==> src/hdl/b2da_pkg.sv <==
// Shared types and constants for the binary to decimal ASCII converter.
package b2da_pkg;

  localparam int unsigned DigitWidth = 4;
  localparam int unsigned CharWidth  = 6;

  // ASCII code of the character '0'.
  localparam logic [CharWidth-1:0] AsciiZero = 6'd48;

  // Commands from the controller to the datapath.
  typedef struct packed {
    logic load;    // capture a new value and clear the digit register
    logic dabble;  // one add-3 and shift step of the conversion
    logic skip;    // drop a leading zero digit
    logic emit;    // send the top digit out and drop it
  } dp_cmd_t;

  // Status from the datapath to the controller.
  typedef struct packed {
    logic top_zero;  // the most significant digit is zero
  } dp_sts_t;

endpackage

==> src/hdl/binary_to_decimal_ascii.sv <==
// Top level of the binary to decimal ASCII converter.
// Usage: drive value_i and raise start while busy is low; the value is
// taken in at that clock edge and busy rises in the next cycle.
// The block converts the value with a shift and add-3 loop over the input
// bits, then drops leading zero digits, then sends one digit per cycle,
// most significant first. Each character appears on ascii_char_o for
// exactly one cycle with result_valid_o high; last_digit_o is high on the
// units digit, which ends the transfer run. A value of zero gives a single
// '0'. Before the first character come the conversion, the skipping of
// leading zeros, a step of its own in which the controller turns from
// skipping to sending, and the output register. Busy stays high from the
// accepting edge until the last character is registered, and no new value
// is taken while busy is high. A new start is taken in the cycle in which
// the last character is shown.
// The receiver cannot stall the block: it must take each character in the
// cycle it is shown. Reset clears the controller and the valid strobe.
module binary_to_decimal_ascii #(
  parameter int unsigned VALUE_WIDTH = 32
) (
  input  logic                           clk_i,
  input  logic                           rst_ni,
  input  logic                           start,
  output logic                           busy,
  input  logic [VALUE_WIDTH-1:0]         value_i,
  output logic [b2da_pkg::CharWidth-1:0] ascii_char_o,
  output logic                           last_digit_o,
  output logic                           result_valid_o
);
  import b2da_pkg::*;

  // Decimal digits of the largest value: floor(W * log10(2)) + 1.
  localparam int unsigned NumDigits = ((VALUE_WIDTH * 1233) >> 12) + 1;

  dp_cmd_t cmd;
  dp_sts_t sts;
  logic    last_dig;

  b2da_ctrl #(
    .VALUE_WIDTH(VALUE_WIDTH),
    .NUM_DIGITS (NumDigits)
  ) u_ctrl (
    .clk_i (clk_i),
    .rst_ni(rst_ni),
    .start (start),
    .busy  (busy),
    .sts_i (sts),
    .cmd_o (cmd),
    .last_o(last_dig)
  );

  b2da_dpath #(
    .VALUE_WIDTH(VALUE_WIDTH),
    .NUM_DIGITS (NumDigits)
  ) u_dpath (
    .clk_i         (clk_i),
    .rst_ni        (rst_ni),
    .value_i       (value_i),
    .cmd_i         (cmd),
    .last_i        (last_dig),
    .sts_o         (sts),
    .ascii_char_o  (ascii_char_o),
    .last_digit_o  (last_digit_o),
    .result_valid_o(result_valid_o)
  );

endmodule

==> src/hdl/b2da_dpath.sv <==
// Datapath: binary shift register, BCD digit register and output registers.
module b2da_dpath #(
  parameter int unsigned VALUE_WIDTH = 32,
  parameter int unsigned NUM_DIGITS  = 10
) (
  input  logic                                clk_i,
  input  logic                                rst_ni,
  input  logic [VALUE_WIDTH-1:0]              value_i,
  input  b2da_pkg::dp_cmd_t                   cmd_i,
  input  logic                                last_i,
  output b2da_pkg::dp_sts_t                   sts_o,
  output logic [b2da_pkg::CharWidth-1:0]      ascii_char_o,
  output logic                                last_digit_o,
  output logic                                result_valid_o
);
  import b2da_pkg::*;

  localparam int unsigned BcdWidth = NUM_DIGITS * DigitWidth;

  logic [VALUE_WIDTH-1:0] bin_q, bin_d;
  logic [BcdWidth-1:0]    bcd_q, bcd_d;
  logic [BcdWidth-1:0]    bcd_adj;
  logic [DigitWidth-1:0]  top_digit;
  logic [CharWidth-1:0]   char_q, char_d;
  logic                   last_q, last_d;
  logic                   valid_q;

  // Add 3 to every digit of 5 or more before the shift.
  always_comb begin
    for (int i = 0; i < NUM_DIGITS; i++) begin
      if (bcd_q[i*DigitWidth +: DigitWidth] >= 4'd5) begin
        bcd_adj[i*DigitWidth +: DigitWidth] = bcd_q[i*DigitWidth +: DigitWidth] + 4'd3;
      end else begin
        bcd_adj[i*DigitWidth +: DigitWidth] = bcd_q[i*DigitWidth +: DigitWidth];
      end
    end
  end

  assign top_digit       = bcd_q[BcdWidth-1 -: DigitWidth];
  assign sts_o.top_zero  = (top_digit == '0);

  always_comb begin
    bin_d  = bin_q;
    bcd_d  = bcd_q;
    char_d = char_q;
    last_d = last_q;
    if (cmd_i.load) begin
      bin_d = value_i;
      bcd_d = '0;
    end else if (cmd_i.dabble) begin
      bin_d = {bin_q[VALUE_WIDTH-2:0], 1'b0};
      bcd_d = {bcd_adj[BcdWidth-2:0], bin_q[VALUE_WIDTH-1]};
    end else if (cmd_i.skip || cmd_i.emit) begin
      bcd_d = {bcd_q[BcdWidth-DigitWidth-1:0], {DigitWidth{1'b0}}};
    end
    if (cmd_i.emit) begin
      char_d = AsciiZero + {{(CharWidth-DigitWidth){1'b0}}, top_digit};
      last_d = last_i;
    end
  end

  always_ff @(posedge clk_i) begin
    bin_q  <= bin_d;
    bcd_q  <= bcd_d;
    char_q <= char_d;
    last_q <= last_d;
  end

  always_ff @(posedge clk_i or negedge rst_ni) begin
    if (!rst_ni) begin
      valid_q <= 1'b0;
    end else begin
      valid_q <= cmd_i.emit;
    end
  end

  assign ascii_char_o   = char_q;
  assign last_digit_o   = last_q;
  assign result_valid_o = valid_q;

endmodule

==> src/hdl/b2da_ctrl.sv <==
// Controller: sequences conversion steps, leading zero skipping and digit output.
module b2da_ctrl #(
  parameter int unsigned VALUE_WIDTH = 32,
  parameter int unsigned NUM_DIGITS  = 10
) (
  input  logic              clk_i,
  input  logic              rst_ni,
  input  logic              start,
  output logic              busy,
  input  b2da_pkg::dp_sts_t sts_i,
  output b2da_pkg::dp_cmd_t cmd_o,
  output logic              last_o
);
  import b2da_pkg::*;

  localparam int unsigned BitCntWidth = (VALUE_WIDTH > 1) ? $clog2(VALUE_WIDTH) : 1;
  localparam int unsigned DigCntWidth = $clog2(NUM_DIGITS + 1);

  localparam logic [1:0] StIdle = 2'd0;
  localparam logic [1:0] StConv = 2'd1;
  localparam logic [1:0] StSkip = 2'd2;
  localparam logic [1:0] StEmit = 2'd3;

  logic [1:0]             state_q, state_d;
  logic [BitCntWidth-1:0] bit_cnt_q, bit_cnt_d;
  logic [DigCntWidth-1:0] dig_cnt_q, dig_cnt_d;
  logic                   last_dig;

  assign last_dig = (dig_cnt_q == DigCntWidth'(1));

  always_comb begin
    state_d   = state_q;
    bit_cnt_d = bit_cnt_q;
    dig_cnt_d = dig_cnt_q;
    cmd_o     = '0;
    unique case (state_q)
      StIdle: begin
        if (start) begin
          cmd_o.load = 1'b1;
          bit_cnt_d  = BitCntWidth'(VALUE_WIDTH - 1);
          dig_cnt_d  = DigCntWidth'(NUM_DIGITS);
          state_d    = StConv;
        end
      end
      StConv: begin
        cmd_o.dabble = 1'b1;
        bit_cnt_d    = bit_cnt_q - 1'b1;
        if (bit_cnt_q == '0) begin
          state_d = StSkip;
        end
      end
      StSkip: begin
        // The units digit is always shown, even when it is zero.
        if (sts_i.top_zero && !last_dig) begin
          cmd_o.skip = 1'b1;
          dig_cnt_d  = dig_cnt_q - 1'b1;
        end else begin
          state_d = StEmit;
        end
      end
      StEmit: begin
        cmd_o.emit = 1'b1;
        dig_cnt_d  = dig_cnt_q - 1'b1;
        if (last_dig) begin
          state_d = StIdle;
        end
      end
      default: state_d = StIdle;
    endcase
  end

  always_ff @(posedge clk_i or negedge rst_ni) begin
    if (!rst_ni) begin
      state_q   <= StIdle;
      bit_cnt_q <= '0;
      dig_cnt_q <= '0;
    end else begin
      state_q   <= state_d;
      bit_cnt_q <= bit_cnt_d;
      dig_cnt_q <= dig_cnt_d;
    end
  end

  assign busy   = (state_q != StIdle);
  assign last_o = last_dig;

endmodule

==> config.mk <==
export PLATFORM = sky130hd
export DESIGN_NAME = binary_to_decimal_ascii
export DESIGN_NICKNAME = d
export VERILOG_FILES = /design/src/hdl/b2da_pkg.sv /design/src/hdl/binary_to_decimal_ascii.sv /design/src/hdl/b2da_dpath.sv /design/src/hdl/b2da_ctrl.sv
export SDC_FILE = /design/constraint.sdc
export NUM_CORES = 1
export LEC_CHECK = 0
export ABC_AREA = 1
export BUFFER_PORTS_ARGS = -buffer_cell sky130_fd_sc_hd__buf_2
export CORE_MARGIN = 10
export CORE_UTILIZATION = 60
export CTS_CLUSTER_SIZE = 14
export DETAILED_ROUTE_END_ITERATION = 7
export HOLD_SLACK_MARGIN = 0.06
export PLACE_DENSITY = 0.84
export SKIP_CTS_REPAIR_TIMING = 1
export SLEW_MARGIN = 20
export SYNTH_ARGS = -nofsm -noshare
export SYNTH_HDL_FRONTEND = slang
export SYNTH_HIERARCHICAL = 1
export SYNTH_SLANG_ARGS = --single-unit
==> constraint.sdc <==
create_clock -name clk_i -period 2.9 [get_ports clk_i]
set_clock_uncertainty 0.1 [all_clocks]
set_input_delay 0.58 -clock clk_i [delete_from_list [all_inputs] [get_ports clk_i]]
set_output_delay 0.58 -clock clk_i [all_outputs]
set_load 0.01 [all_outputs]
==> metrics.txt <==
design area 5510 um2; H-tree levels 3; vias 4271; worst path cell trace inv_1, ha_1, inv_1, nor3_1, nand2_1, inv_1, nand2_2, inv_1, nor2_4, nand2_2, o21ai_0, a21oi_1, nand2_1, inv_1; worst vdd ir 0.000496 V; yosys warns 6; Hold Slack 367 ps; Initial Utilization 61.7%; uppermost layer routed met4; Place WS 318 ps; Worst path max stage delay 450 ps; Setup CP Type reg -> reg; drt wl/cell 12.7 um; WP data required 3050 ps; sequential share of the synthesized area 43.6%; Mapped Area 5070 um2; met1 WL 4.59 mm; Layout Utilization 67.1%; outcome finished, final reports clean; critical path's top delay family simple AND/OR/NAND/NOR gates; sw power 3.16 mW; CP most frequent cell inv_1; Fmax 0.375 GHz; RSZ-0062 raised after global routing no; number of nets in the layout 765; most common cell after layout, fill and taps aside nand2_1; worst-path maximum fanout 39; Mapped Avg Cell Area 7.57 um2; share of layout cells above drive strength 1 10.2%; Power Total 6.99 mW; CTS Sinks 89; dpl cells 795; Buf/Inv on CP 5; WL final 10.3 mm; Leak 2.74 nW; # setup viols final 0; clock buffer depth 2; die area 12500 um2; relative slew slack 56.7%; Final Cycle Share 91.9%; metal3 WL 656 um; first-pass GRT wire length 18.3 mm; most frequent cells in the layout nand2_1, inv_1, o21ai_0; largest net degree at the start of global routing 40; Mapped Cells 670; placed inst area 5290 um2; diode count 0; PwrDens 1270 nW/um2; nature of the critical path startpoint register; routability cong. 0.847; grt ovf 0; Site Rows 33; area of the core 8220 um2; drt pass-1 iters 5; vias in the first global route 4394; Vias/cell 5.26; Antenna Nets Post-Route 0; Fin Setup TNS 0 ps; sw frac 45.3%; max-slew violations 0; DRC 0; Least-Margin Pin Slew 647 ps; Worst-Skew Late Latency 340 ps; Clock transition at path regs 80 ps; Max-Cap Viols 0; flops & latches, synth 89; IO Count 44; CP Capture Type register; Internal 3.82 mW; CTS Root Cell clkbuf_8; part of the power in combinational logic 51.2%; arrival time of the worst setup path 2820 ps; final cell count without fillers 812; Layout fillers 674; final hold vios 0; area delta synth->final 8.76%; Port Buf Inserts 41; final setup margin 235 ps; met2 WL 4.89 mm; Starting DRT DRC Count 335; initial antenna violation count 0; GRT Util Overall 16.4%; Clk network pwr share 12.8%; Die Ht 112 um; Hold Crit Class reg -> reg; minimum clock period 2670 ps; sequential fraction of design power 36.0%; Post-DP HPWL 7.21 mm; cts bufs inserted 9; Netlist cell types 36; CTS tree yes; die width 112 um; Crit-path slowest cell nand2_2
[power by group through the flow]
stage / logic, mW / clock network, mW / registers [mW]
after global placement: 3.32 / 0 / 2.51
after CTS: 3.56 / 0.918 / 2.51
after global routing: 4.14 / 0.967 / 2.60
after detailed placement: 3.52 / 0 / 2.53
final: 3.57 / 0.896 / 2.52
after floorplan: 2.91 / 0 / 2.43
[flip-flops by register name, indices dropped and copies added, names as in the netlist]
register and cells:
u_dpath/bin_q 32, u_ctrl/dig_cnt_q 4, u_dpath/result_valid_o 1, u_dpath/ascii_char_o 4
u_ctrl/bit_cnt_q 5, u_ctrl/state_q 2, u_dpath/bcd_q 40, u_dpath/last_digit_o 1
[cell usage after synthesis]
| cell | n | area share [%] |
|---|---|---|
| o21ai_2 | 2 | 0.35 |
| nand4_1 | 9 | 1.1 |
| dfrtp_1 | 12 | 5.9 |
| o221ai_1 | 1 | 0.17 |
| buf_2 | 8 | 0.79 |
| a21oi_2 | 1 | 0.17 |
| inv_1 | 91 | 6.7 |
| nand2_1 | 210 | 16 |
| nand3_1 | 45 | 4.4 |
| buf_4 | 5 | 0.74 |
| o22ai_1 | 1 | 0.12 |
| a21oi_1 | 35 | 3.5 |
| nor2_4 | 1 | 0.22 |
| a31oi_1 | 1 | 0.12 |
| or2_1 | 1 | 0.12 |
| clkbuf_1 | 10 | 0.74 |
| dfxtp_1 | 40 | 16 |
| buf_1 | 1 | 0.074 |
| buf_6 | 3 | 0.67 |
| nand2_2 | 3 | 0.37 |
| o211ai_1 | 5 | 0.74 |
| conb_1 | 1 | 0.074 |
| nand3b_1 | 2 | 0.30 |
| nor2_1 | 28 | 2.1 |
| ha_1 | 28 | 6.9 |
| nor3_1 | 8 | 0.79 |
| inv_6 | 1 | 0.17 |
| or2_2 | 1 | 0.12 |
| edfxtp_1 | 37 | 22 |
| inv_4 | 1 | 0.12 |
| xor2_1 | 10 | 1.7 |
| o21bai_1 | 4 | 0.59 |
| o21ai_0 | 59 | 5.8 |
| nand2_4 | 2 | 0.44 |
| xnor2_1 | 2 | 0.35 |
| a22oi_1 | 1 | 0.15 |
[metal layers]
layer	up-vias	GRT usage (%)
met5	-	0
met4	0	5.83
met3	22	4.51
met2	128	28.2
met1	1906	19.2
li1	2215	-
[cells by family (layout without fill, tap and decap cells)]
group / after synthesis / in the layout / share of synthesized area, %
simple gates: 310 / 310 / 25.5
buf+inv: 120 / 156 / 10.0
compound gates: 110 / 110 / 11.7
flops: 89 / 89 / 43.6
fa+ha+maj: 28 / 28 / 6.91
xor+xnor: 12 / 12 / 2.07
other cells: 1 / 2 / 0.0740
[worst register-to-register path: stages, from the launching register on]
cell and delay [ps]:
dfxtp_1 410, inv_1 80, ha_1 230, inv_1 100, nor3_1 50, nand2_1 80
inv_1 50, nand2_2 90, inv_1 90, nor2_4 270, nand2_2 450, o21ai_0 380
a21oi_1 90, nand2_1 70, inv_1 40
[path summary, 6_finish.rpt]
path	start	end	slack [ps]	cells past startpoint
min in group asynchronous	rst_ni	u_ctrl/dig_cnt_q[3]	540	2
max in group asynchronous	rst_ni	u_ctrl/bit_cnt_q[3]	1940	2
max reg2reg	u_dpath/bcd_q[36]	u_dpath/bcd_q[13]	230	14
max	u_dpath/bcd_q[36]	u_dpath/bcd_q[13]	230	14
min	u_dpath/bcd_q[37]	u_dpath/ascii_char_o[1]	370	0
min reg2reg	u_dpath/bcd_q[37]	u_dpath/ascii_char_o[1]	370	0
[area by class of cell]
type / instances / area [um2] / area share, %
Sequential cell: 89 / 2210 / 40.1
Inverter: 93 / 357 / 6.47
Timing Repair Buffer: 47 / 253 / 4.58
Clock inverter: 7 / 85.1 / 1.54
Clock buffer: 9 / 124 / 2.25
Multi-Input combinational cell: 462 / 2350 / 42.6
Tap cell: 105 / 131 / 2.38
Power figures use the tool's default switching activity.
